### config.mk
export PLATFORM = sky130hd
export DESIGN_NAME = ordered_list_insert_search_delete_core
export DESIGN_NICKNAME = d
export VERILOG_FILES = /design/src/sv/olisd_pkg.sv /design/src/sv/olisd_ram.sv /design/src/sv/ordered_list_insert_search_delete_core.sv
export SDC_FILE = /design/constraint.sdc
export NUM_CORES = 1
export LEC_CHECK = 0
export BUFFER_PORTS_ARGS = -buffer_cell sky130_fd_sc_hd__buf_2
export CORE_MARGIN = 2
export CORE_UTILIZATION = 33
export CTS_CLUSTER_DIAMETER = 200
export DETAILED_ROUTE_END_ITERATION = 16
export GPL_TIMING_DRIVEN = 0
export PLACE_DENSITY = 0.57
export SYNTH_ARGS = -nofsm -noshare
export SYNTH_HDL_FRONTEND = slang
export SYNTH_SLANG_ARGS = --single-unit
### constraint.sdc
create_clock -name clk -period 3.3 [get_ports clk]
set_input_delay 0.66 -clock clk [delete_from_list [all_inputs] [get_ports clk]]
set_output_delay 0.66 -clock clk [all_outputs]
set_load 0.01 [all_outputs]
### src/sv/olisd_pkg.sv
// ----------------------------------------------------------------------------
// olisd_pkg
// Command and status codes for the ordered list core.
// ----------------------------------------------------------------------------
`timescale 1ns / 1ps
`default_nettype none

package olisd_pkg;

	// Command codes carried on the input item
	typedef enum logic [1:0] {
		CMD_INSERT = 2'd0,
		CMD_SEARCH = 2'd1,
		CMD_DELETE = 2'd2
	} cmd_t;

	// Status codes carried on the result item
	typedef enum logic [1:0] {
		STS_OK   = 2'd0,
		STS_MISS = 2'd1,
		STS_FULL = 2'd2
	} status_t;

	localparam int unsigned DATA_W  = 32;
	localparam int unsigned POS_W   = 4;
	localparam int unsigned COUNT_W = 5;

endpackage

`default_nettype wire

### src/sv/olisd_ram.sv
// ----------------------------------------------------------------------------
// olisd_ram
// Simple dual-port synchronous RAM: one write port, one read port with
// registered read data.
// ----------------------------------------------------------------------------
`timescale 1ns / 1ps
`default_nettype none

module olisd_ram #(
	parameter int unsigned DEPTH = 16,
	parameter int unsigned WIDTH = 32,
	localparam int unsigned AW = (DEPTH > 1) ? $clog2(DEPTH) : 1
) (
	input  wire logic             clk,
	input  wire logic             we,
	input  wire logic [AW-1:0]    wr_addr,
	input  wire logic [WIDTH-1:0] wr_data,
	input  wire logic [AW-1:0]    rd_addr,
	output logic      [WIDTH-1:0] rd_data
);

	logic [WIDTH-1:0] mem [DEPTH];

	// Write port
	always_ff @(posedge clk) begin
		if (we) begin
			mem[wr_addr] <= wr_data;
		end
	end

	// Registered read port
	always_ff @(posedge clk) begin
		rd_data <= mem[rd_addr];
	end

endmodule

`default_nettype wire

### src/sv/ordered_list_insert_search_delete_core.sv
// ----------------------------------------------------------------------------
// ordered_list_insert_search_delete_core
// Bounded ordered list held in a synchronous RAM. Insert appends at the
// tail, search finds the first equal entry, delete removes it and closes
// the gap by moving later entries down one place.
// ----------------------------------------------------------------------------
//  Channel | Handshake          | Payload
//  --------+--------------------+-------------------------------------------
//  input   | in_valid/in_ready  | command[1:0], value[31:0] (signed)
//  result  | out_valid/out_ready| status[1:0], position[3:0], entry_count[4:0]
//
//  Insert, unknown commands and search/delete on an empty list go straight
//  to the finishing step. Search and delete scan from position 0 to the
//  first hit or the tail; a delete hit then moves later entries down. The
//  single RAM read port allows one entry compared or moved per cycle.
//  Reset clears the count and the control; RAM contents need no clearing.
//  A result held by a stalled output blocks only the finishing step; one item
//  is worked on at a time.
// ----------------------------------------------------------------------------
`timescale 1ns / 1ps
`default_nettype none

module ordered_list_insert_search_delete_core #(
	parameter int unsigned CAPACITY = 16
) (
	input  wire logic        clk,
	input  wire logic        arst_n,
	input  wire logic        in_valid,
	output logic             in_ready,
	input  wire logic [1:0]  command,
	input  wire logic signed [31:0] value,
	output logic             out_valid,
	input  wire logic        out_ready,
	output logic [1:0]       status,
	output logic [3:0]       position,
	output logic [4:0]       entry_count
);

	localparam int unsigned AW = (CAPACITY > 1) ? $clog2(CAPACITY) : 1;
	localparam int unsigned CW = $clog2(CAPACITY + 1);

	typedef enum logic [1:0] {
		S_IDLE,
		S_SCAN,
		S_SHIFT,
		S_FINISH
	} state_t;

	state_t                          state_q;
	logic [1:0]                      cmd_q;
	logic signed [31:0]              value_q;
	logic [CW-1:0]                   count_q;
	logic [AW-1:0]                   cmp_addr_s1;
	olisd_pkg::status_t              res_status_q;
	logic [AW-1:0]                   res_pos_q;
	logic                            out_valid_q;
	olisd_pkg::status_t              status_q;
	logic [3:0]                      position_q;
	logic [4:0]                      entry_count_q;

	logic                            accept;
	logic [CW-1:0]                   last_cnt;
	logic                            is_hit;
	logic                            cmp_last;
	logic                            shift_last;
	logic                            is_full;
	logic [AW+3:0]                   pos_ext;
	logic [CW+4:0]                   cnt_ext;

	logic                            ram_we;
	logic [AW-1:0]                   ram_wr_addr;
	logic [31:0]                     ram_wr_data;
	logic [AW-1:0]                   ram_rd_addr;
	logic [31:0]                     ram_rd_data;

	olisd_ram #(
		.DEPTH (CAPACITY),
		.WIDTH (olisd_pkg::DATA_W)
	) u_ram (
		.clk     (clk),
		.we      (ram_we),
		.wr_addr (ram_wr_addr),
		.wr_data (ram_wr_data),
		.rd_addr (ram_rd_addr),
		.rd_data (ram_rd_data)
	);

	// Handshake and compare terms
	assign in_ready   = (state_q == S_IDLE);
	assign accept     = in_valid && in_ready;
	assign last_cnt   = count_q - CW'(1);
	assign is_hit     = (ram_rd_data == value_q);
	assign cmp_last   = (CW'(cmp_addr_s1) == last_cnt);
	assign shift_last = ((CW'(cmp_addr_s1) + CW'(1)) == last_cnt);
	assign is_full    = (count_q >= CW'(CAPACITY));
	assign pos_ext    = {4'd0, res_pos_q};
	assign cnt_ext    = {5'd0, count_q};

	// Drive the RAM ports from the current step
	always_comb begin
		ram_we      = 1'b0;
		ram_wr_addr = cmp_addr_s1;
		ram_wr_data = ram_rd_data;
		ram_rd_addr = '0;
		case (state_q)
			S_IDLE: begin
				if (accept && command == olisd_pkg::CMD_INSERT && !is_full) begin
					ram_we      = 1'b1;
					ram_wr_addr = count_q[AW-1:0];
					ram_wr_data = value;
				end
			end
			S_SCAN: begin
				ram_rd_addr = cmp_addr_s1 + AW'(1);
			end
			S_SHIFT: begin
				ram_we      = 1'b1;
				ram_rd_addr = cmp_addr_s1 + AW'(2);
			end
			default: begin
				ram_rd_addr = '0;
			end
		endcase
	end

	// Sequencer, count and result registers
	always_ff @(posedge clk or negedge arst_n) begin
		if (!arst_n) begin
			state_q       <= S_IDLE;
			cmd_q         <= '0;
			value_q       <= '0;
			count_q       <= '0;
			cmp_addr_s1   <= '0;
			res_status_q  <= olisd_pkg::STS_MISS;
			res_pos_q     <= '0;
			out_valid_q   <= 1'b0;
			status_q      <= olisd_pkg::STS_MISS;
			position_q    <= '0;
			entry_count_q <= '0;
		end else begin
			// drop the result once taken, unless the finishing step reloads it
			if (out_valid_q && out_ready && state_q != S_FINISH) begin
				out_valid_q <= 1'b0;
			end
			case (state_q)
				S_IDLE: begin
					if (accept) begin
						cmd_q       <= command;
						value_q     <= value;
						cmp_addr_s1 <= '0;
						res_pos_q   <= '0;
						case (command)
							olisd_pkg::CMD_INSERT: begin
								if (is_full) begin
									res_status_q <= olisd_pkg::STS_FULL;
								end else begin
									count_q      <= count_q + CW'(1);
									res_status_q <= olisd_pkg::STS_OK;
								end
								state_q <= S_FINISH;
							end
							olisd_pkg::CMD_SEARCH, olisd_pkg::CMD_DELETE: begin
								if (count_q == '0) begin
									res_status_q <= olisd_pkg::STS_MISS;
									state_q      <= S_FINISH;
								end else begin
									state_q <= S_SCAN;
								end
							end
							default: begin
								res_status_q <= olisd_pkg::STS_MISS;
								state_q      <= S_FINISH;
							end
						endcase
					end
				end
				S_SCAN: begin
					if (is_hit) begin
						res_status_q <= olisd_pkg::STS_OK;
						res_pos_q    <= cmp_addr_s1;
						if (cmd_q == olisd_pkg::CMD_DELETE) begin
							if (cmp_last) begin
								count_q <= last_cnt;
								state_q <= S_FINISH;
							end else begin
								state_q <= S_SHIFT;
							end
						end else begin
							state_q <= S_FINISH;
						end
					end else if (cmp_last) begin
						res_status_q <= olisd_pkg::STS_MISS;
						res_pos_q    <= '0;
						state_q      <= S_FINISH;
					end else begin
						cmp_addr_s1 <= cmp_addr_s1 + AW'(1);
					end
				end
				S_SHIFT: begin
					// move one entry down per cycle until the tail
					if (shift_last) begin
						count_q <= last_cnt;
						state_q <= S_FINISH;
					end else begin
						cmp_addr_s1 <= cmp_addr_s1 + AW'(1);
					end
				end
				S_FINISH: begin
					// hold until the output register is free
					if (!out_valid_q || out_ready) begin
						out_valid_q   <= 1'b1;
						status_q      <= res_status_q;
						position_q    <= pos_ext[3:0];
						entry_count_q <= cnt_ext[4:0];
						state_q       <= S_IDLE;
					end
				end
				default: begin
					state_q <= S_IDLE;
				end
			endcase
		end
	end

	assign out_valid   = out_valid_q;
	assign status      = status_q;
	assign position    = position_q;
	assign entry_count = entry_count_q;

endmodule

`default_nettype wire

# [Word level (Yosys, flattened, before mapping)]
# Memories as Yosys holds them, arrays and structs flattened. A register that Yosys moved wholly into a read port is not among the register bits.
# Index checks and enable logic that the tools add are counted.
# Widths: inputs -> output; s select.
[totals] n_memories=1 ramBits=512 output_inout_bits=13 elab_cells=107 in_bits=38 regBits=63
[memory_table] memory="u_ram.mem" words=16 word_bits=32 rd=1 rd_clocked_by_memory_dff=1 wr=1 line_no="olisd_ram.sv:22" text="logic [WIDTH-1:0] mem [DEPTH];"
[classes] n_eq_ne=23 reduce_logical=21 order_cmp=1 mux=45 addsub=5
[op_table] operator="$mux 32" n=2
[op_table] operator="$mux 5" n=7
[op_table] operator="$eq 32x32->1" n=1
[op_table] operator="$mux 4" n=8
[op_table] operator="$mux 2" n=13
[op_table] operator="$ne 2x2->1 const B" n=10
[op_table] operator="$pmux 4 s2" n=2
[op_table] operator="$pmux 5 s3" n=1
[op_table] operator="$pmux 4 s3" n=1
[op_table] operator="$eq 2x2->1 const B" n=4
[op_table] operator="$pmux 2 s2" n=2
[op_table] operator="$pmux 2 s4" n=1
[op_table] operator="$reduce_and 4->1" n=2
[op_table] operator="$reduce_and 8->1" n=1
[op_table] operator="$mux 1" n=7
[op_table] operator="$ne 3x3->1 const B" n=2
[op_table] operator="$add 4x1->5 const B" n=1
[op_table] operator="$add 5x1->5 const B" n=1
[op_table] operator="$eq 4x5->1" n=1
[op_table] operator="$eq 5x5->1" n=1
[op_table] operator="$ge 5x5->1 const B" n=1
[op_table] operator="$logic_and 1x1->1" n=5
[op_table] operator="$logic_not 5->1" n=1
[op_table] operator="$reduce_and 5->1" n=1
[op_table] operator="14 further kinds" n=19

# [Logic depth before layout (Yosys ltp)]
# Gate-level depths: netlist of run 1.
[depth] depth_word=8 mapped_depth=11 ltp_nobuf=8

# [By module]
# A second synthesis of run 1 with hierarchy kept.
[unflattened] cells_unflattened=1178 hier_area_um2=23696.5
[by_module_without_submodules] mod="olisd_ram" seq_area_each_um2=16015.4 n_inst=1 area_each_um2=19835.3 cells_each=838
[by_module_without_submodules] mod="ordered_list_insert_search_delete_core" seq_area_each_um2=1579.0 n_inst=1 area_each_um2=3861.2 cells_each=340

# [Worst setup path before layout of run 1]
# OpenSTA, ideal clock, no wires.
[synth_timing] path_kind="input-to-reg" from="input port command[0]" to="memory u_ram.mem[11][0], enable pin" path_slack_ns=-0.175 setup_time_ns=0.421 required_time_ns=2.879 arrival_time_ns=3.054 n_path_buf=1 stages=8 path_cell_list="inv_1 ha_1 nor2b_1 nand3_1 clkbuf_1 nor3b_1 a41oi_1 nor2_1"
[synth_via] elab_chain_cells=7 elab_cells_between_ends=9 classes_between="6 x mux; 3 x reduce/logical"
[synth_rtl] item="start: declaration" line_no="ordered_list_insert_search_delete_core.sv:30" text="input wire logic [1:0] command,"
[synth_rtl] item="$logic_not 2->1 *" line_no="ordered_list_insert_search_delete_core.sv:107" text="if (accept && command == olisd_pkg::CMD_INSERT && !is_full) begin"
[synth_rtl] item="$logic_and 1x1->1 * (2 in a row)" line_no="ordered_list_insert_search_delete_core.sv:107"
[synth_rtl] item="$mux 1" line_no="ordered_list_insert_search_delete_core.sv:107"
[synth_rtl] item="$pmux 1 s2" line_no="ordered_list_insert_search_delete_core.sv:105" text="case (state_q)"
[synth_rtl] item="$mux 1" line_no="olisd_ram.sv:26" text="if (we) begin"
[synth_rtl] item="$mux 1 (not written as such)" line_no="olisd_ram.sv:27" text="mem[wr_addr] <= wr_data;"
[synth_rtl] item="end: declaration" line_no="olisd_ram.sv:22"
# Every way passes the cells marked *; elsewhere a longest branch is shown, timed or not.

# [Worst setup path after layout of run 1]
[layout_timing] from="register state_q[0]" to="memory u_ram.mem[14][8], enable pin"
[layout_via] elab_chain_cells=8 elab_cells_between_ends=11 classes_between="1 x eq/ne; 6 x mux; 4 x reduce/logical"
[layout_rtl] item="start: declaration" line_no="ordered_list_insert_search_delete_core.sv:49" text="state_t state_q;"
[layout_rtl] item="start signal: assignment" line_no="ordered_list_insert_search_delete_core.sv:129" text="state_q <= S_IDLE;"
[layout_rtl] item="start signal: assignment" line_no="ordered_list_insert_search_delete_core.sv:160" text="state_q <= S_FINISH;"
[layout_rtl] item="start signal: assignment" line_no="ordered_list_insert_search_delete_core.sv:165" text="state_q <= S_FINISH;"
[layout_rtl] item="$logic_not 2->1" line_no="ordered_list_insert_search_delete_core.sv:89, ordered_list_insert_search_delete_core.sv:105"
[layout_rtl] item="$logic_and 1x1->1" line_no="ordered_list_insert_search_delete_core.sv:90" text="assign accept = in_valid && in_ready;"
[layout_rtl] item="$logic_and 1x1->1 (2 in a row)" line_no="ordered_list_insert_search_delete_core.sv:107"
[layout_rtl] item="$mux 1" line_no="ordered_list_insert_search_delete_core.sv:107"
[layout_rtl] item="$pmux 1 s2" line_no="ordered_list_insert_search_delete_core.sv:105"
[layout_rtl] item="$mux 1" line_no="olisd_ram.sv:26"
[layout_rtl] item="$mux 1 (not written as such)" line_no="olisd_ram.sv:27"
# Several ways; a longest one is shown, not always the timed one.

==> results of run 1 <==
[registers in the layout (all words and copies together), names as in the netlist, 4 cells and up]
register,flops
cmp_addr_s1,4
count_q,5
entry_count,5
position,4
res_pos_q,4
u_ram.mem,512
u_ram.rd_data,32
value_q,32
[final timing paths]
check | from | endpoint
hold / removal | value[21] | value_q[21]
max in group asynchronous | arst_n | value_q[17]
min in group asynchronous | arst_n | entry_count[1]
setup reg to reg | state_q[0] | u_ram.mem[14][8]
setup / recovery | state_q[0] | u_ram.mem[14][8]
hold reg to reg | entry_count[1] | entry_count[1]
[final cells by class]
| class | count | area share |
|---|---|---|
| plain buffers | 58 | 0.0100 |
| clock inverters | 17 | 0.00673 |
| flip-flops and latches | 607 | 0.614 |
| multi-input cells | 521 | 0.224 |
| well taps | 959 | 0.0419 |
| repair buffers | 94 | 0.0312 |
| clock buffers | 105 | 0.0696 |
| inverters | 19 | 0.00249 |
[synthesized netlist by cell type (19+ instances only)]
master,instances,area [um2]
clkbuf_1,19,71.3
nor2_1,26,97.6
inv_1,19,71.3
edfxtp_1,512,15400
mux4_2,128,2880
dfrtp_1,61,1530
mux2_2,68,766
nand2_1,31,116
buf_2,34,170
dfxtp_1,32,641
xnor2_1,39,342
o21ai_0,19,95.1
mux2i_1,101,1010
[timing repair]
| item | in CTS | in global routing |
|---|---|---|
| endpoints found under the hold margin | 20 | 0 |
| endpoints found under the setup margin | 169 | 518 |
| gates resized for setup | 2 | 18 |
| pin swaps | 8 | 7 |
| hold buffers | 1 | 0 |
| setup buffers | 11 | 14 |
[routing by layer]
| layer | vias to the layer above | wire, um | global-route usage |
|---|---|---|---|
| met2 | 365 | 28600 | 0.259 |
| met1 | 6485 | 26400 | 0.221 |
| met4 | 0 | 1320 | 0.0412 |
| met3 | 100 | 3630 | 0.0339 |
| li1 | 5191 | - | - |
| met5 | - | 0 | 0 |
[logic make-up after synthesis]
kind of cell,Yosys count,share of synthesized area
mux,299,0.194
fa+ha+maj,11,0.00569
buf+inv,77,0.0142
xor+xnor,46,0.0190
simple gates,109,0.0236
compound gates,56,0.0163
flops,607,0.728
[power by group through the flow]
stage               combinational, mW  clock [mW]  sequential [mW]
finish                           9.91        7.39             10.9
detailed placement               9.89           0             11.1
global route                     10.7        7.84             11.0
floorplan                        6.80           0             11.0
CTS                              9.97        7.55             10.9
global placement                 9.50           0             11.1
[worst max-delay path: stages (launching register included)]
cell and delay (ns):
dfrtp_1 0.40, inv_1 0.15, ha_1 0.35, nand3_1 0.30
clkbuf_1 0.42, a31oi_1 0.90, nor2_4 0.12, buf_4 0.26
==> impl_metrics.toml, run 1 <==
[outcome]
status = "finished, final reports clean"

[drt]
dr.pass1.iters = 5
num_vias = 12100
drc = 0
vias_per_cell = 5.10
ant_nets = 0
wl_per_cell_um = 25.2
drt_iter0_markers = 1091
wl_um = 59900

[logic_synthesis]
synthArstFlopShare = 0.104
ys_ff_latch = 607
yosys_warnings = 0
synth-edff-count = 512
syn_area_um2 = 24200
synth.distinct_cells = 55
synth_area_per_cell_um2 = 20.1
synth_ff_type = "edfxtp_1"
postSynthCellCount = 1205
yosysSeqAreaShare = 0.728
synthesis.nets = 1254

[setup_path]
critical_path_class = "flop to flop"
worst_ep_arrival_time_ns = 3.52
path_max_fanout = 10
worst_r2r_path_depth = 7
crit_path_start_kind = "flop"
r2r_setup_slack_ns = 0.12
critPathCaptureType = "flop"
critPathRequiredTime_ns = 3.64

[clock_network]
cts_root_buf = "clkbuf_16"
numCtsBuffers = 67
clock-sinks = 607
cts_buffer_depth = 3
cts_max_level = 3
clock_latency_ns = 0.61
cts_tree = "built"
path_clk_slew_ns = 0.06

[cells_and_area]
layout.nets = 1417
layout_commonest_cell = "edfxtp_1"
area.sequential_um2 = 17600
final_util = 0.394
multi_input_comb_area_um2 = 6410
antenna_cells = 0
layout_common_cells = "512 x edfxtp_1, 128 x mux4_2, 101 x mux2i_1, 79 x buf_2, 71 x clkbuf_16"
syn_to_final_growth_pct = 18.5
final_area_um2 = 28600
fin_cells = 2380
final.fill_count = 6443
layout-drive-gt1-share = 0.320

[power_and_ir_drop]
combPwrFrac = 0.351
power.total_mw = 28.2
peakVddDrop_mv = 0.395
p_leak_nw = 10.1
intPower_mw = 19.0
powerDensity_nw_per_um2 = 986
swShare = 0.325
p_switching_mw = 9.19
clkPwrFrac = 0.262
pwr-share-seq = 0.387

[timing]
relSlewSlack = 0.270
tightest_slew_ns = 1.08
finalCritPeriodShare = 0.964
setup_viol_count_final = 0
tns_ns = 0
maxSlewViolCount = 0
period_needed_ns = 3.18
rsz0062_at_grt = "yes"
hold_ws_ns = 0.292
clock.fmax_mhz = 314
finalHoldViolCount = 0
skew_ns = 0.0293
setup_ws_ns = 0.120

[place]
hpwl_um = 36400
dp_slack_ns = -0.412
postPlaceCellArea_um2 = 26100
io_buffers = 50
dp.cells = 2232
gp_congestion = 0.796

[floorplanning]
rows = 99
die_w_um = 275
die_h_um = 275
die_area_um2 = 75500
ios = 51
start_util = 0.333
core_um2 = 72700

[flow_run]
maxCapViolCount = 0

[hold_path]
hold_path.class = "input port to flop"
min_path_cells = 2

[grt]
grtUsageTotal = 0.160
grt_pass1_vias = 12600
antenna_found_initial = 0
grt_pass1_wl_um = 86500
grt_max_degree = 42
gr-total-overflow = 0
Note: power is estimated with default switching activity, not from simulation.
==> inputs of run 2 (changes only) <==
==> constraint.sdc (replaced) <==
create_clock -name clk -period 3.3 [get_ports clk]
set_input_delay 0.33 -clock clk [delete_from_list [all_inputs] [get_ports clk]]
set_output_delay 0.33 -clock clk [all_outputs]
set_load 0.01 [all_outputs]
==> run 2 against run 1 <==
  * Clock power decreased by 3.0%
  * Critical path type unchanged
  * First-iteration DRC count is 2.6% lower
  * Worst setup slack got worse by 0.017 ns
  * Final cell count increased by 0.76%
  * Largest power group unchanged
==> impl_metrics.toml, run 2 (synthesized netlist as in run 1, its figures left out) <==
[clock_network]
cts_max_level = 2
cts_tree = "built"
numCtsBuffers = 61
clock_latency_ns = 0.66
path_clk_slew_ns = 0.06
clock-sinks = 607
cts_root_buf = "clkbuf_16"
cts_buffer_depth = 3

[grt]
grtUsageMet3 = 0.0222
antenna_found_initial = 0
use_met2 = 0.252
grt_pass1_wl_um = 85000
grt_max_degree = 43
gr-total-overflow = 0
grtUsageTotal = 0.156
grt_pass1_vias = 12500
grt_util_met1 = 0.220
gr-max-usage-layer = "met2"

[power_and_ir_drop]
power.total_mw = 27.9
p_leak_nw = 10.2
pwr-share-seq = 0.391
powerDensity_nw_per_um2 = 970
combPwrFrac = 0.352
p_switching_mw = 9.08
peakVddDrop_mv = 0.478
clkPwrFrac = 0.257
intPower_mw = 18.8
swShare = 0.325

[floorplanning]
rows = 99
ios = 51
die_w_um = 275
die_h_um = 275
die_area_um2 = 75500
start_util = 0.333
core_um2 = 72700

[outcome]
status = "finished, final reports clean"

[timing]
period_needed_ns = 3.20
finalHoldViolCount = 0
maxSlewViolCount = 0
relSlewSlack = 0.266
setup_viol_count_final = 0
finalCritPeriodShare = 0.969
clock.fmax_mhz = 313
hold_ws_ns = 0.00969
tightest_slew_ns = 1.10
skew_ns = 0.0417

[flow_run]
maxCapViolCount = 0

[place]
gp_congestion = 0.799
io_buffers = 50
hpwl_um = 36400

[drt]
ant_nets = 0
vias_per_cell = 5.07
wl_um = 58400
wl_per_cell_um = 24.4
drc = 0
dr.pass1.iters = 5
num_vias = 12100
drt_iter0_markers = 1063

[setup_path]
worst_ep_arrival_time_ns = 3.51
crit_path_cell_trace = "inv_1 > ha_1 > nand3_1 > clkbuf_1 > a31oi_1 > nor2_4 > buf_12"
cp_slowest_cell = "nor2_4"
critPathRequiredTime_ns = 3.61
crit_path_start_kind = "flop"
critical_path_class = "flop to flop"
critPathCaptureType = "flop"
critical-path-max-stage-delay_ns = 0.56
path_max_fanout = 22

[cells_and_area]
largestRegisters = "u_ram.mem x512, u_ram.rd_data x32, value_q x32"
layout.nets = 1436
layout_commonest_cell = "edfxtp_1"
layout-drive-gt1-share = 0.307
largest_register = "u_ram.mem"
final.fill_count = 6453
multi_input_comb_area_um2 = 6390
antenna_cells = 0
layout_common_cells = "512 x edfxtp_1, 128 x mux4_2, 101 x mux2i_1, 80 x buf_2, 68 x mux2_2"
syn_to_final_growth_pct = 19.0
largest_reg_flops = 512
area.sequential_um2 = 17600

[hold_path]
hold_path.class = "input port to flop"
==> run 2: power by group through the flow <==
stage               clock network [mW]  logic (mW)  registers (mW)
finish                            7.17        9.82            10.9
CTS                               7.29        9.94            10.9
global placement                     0        9.41            11.1
detailed placement                   0        9.83            11.1
floorplan                            0        6.79            11.0
global route                      7.59        10.6            11.0
==> run 2: worst paths after layout <==
path | start | endpoint | slack (ns) | depth (start not counted)
setup / recovery | state_q[1] | u_ram.mem[1][6] | 0.10 | 7
hold / removal | value[6] | value_q[6] | 0.01 | 2
setup reg to reg | state_q[1] | u_ram.mem[1][6] | 0.10 | 7
hold reg to reg | position[1] | position[1] | 0.48 | 2
max in group asynchronous | arst_n | value_q[27] | 2.57 | 3
min in group asynchronous | arst_n | res_pos_q[1] | 0.15 | 2
==> run 2: area by class of cell <==
cell class / count / area share
plain buffers: 58 / 0.00978
clock buffers: 89 / 0.0605
clock inverters: 26 / 0.0121
inverters: 19 / 0.00248
multi-input cells: 521 / 0.222
flip-flops and latches: 607 / 0.611
well taps: 959 / 0.0417
repair buffers: 119 / 0.0403
==> run 2: critical path: cells and delay by family, from the launching register on <==
kind | cells | cell delay [ns]
AOI/OAI and AO/OA | 1 | 0.47
adders and majority gates | 1 | 0.30
buffers and inverters | 3 | 0.92
DFF | 1 | 0.41
and+or+nand+nor | 2 | 0.77
==> run 2: what timing repair did <==
item	in CTS	in global routing
hold buffers	32	0
buffers inserted	8	11
endpoints found under the hold margin	94	0
gates cloned	0	0
endpoints found under the setup margin	81	190
resized for setup	2	6
pin swaps	8	6
==> run 2: per-layer routing <==
layer / vias to the layer above / routed length, um
met5: - / 0
met4: 0 / 1260
met3: 74 / 2760
met2: 300 / 27900
met1: 6528 / 26500
li1: 5245 / -
==> run 2: through the flow <==
stage	utilization	worst slack, ns	cells	area [um2]	setup TNS (ns)
2_1_floorplan	-	0.00426	1205	24200	0
3_3_place_gp	0.353	-2.39	2214	25600	-1105.46
3_5_place_dp	0.359	-0.0810	2232	26100	-2.61
4_1_cts	0.394	0.00975	2387	28700	0
5_1_grt	0.396	-0.0149	2398	28800	-0.0287
6_report	0.396	0.103	2398	28800	0
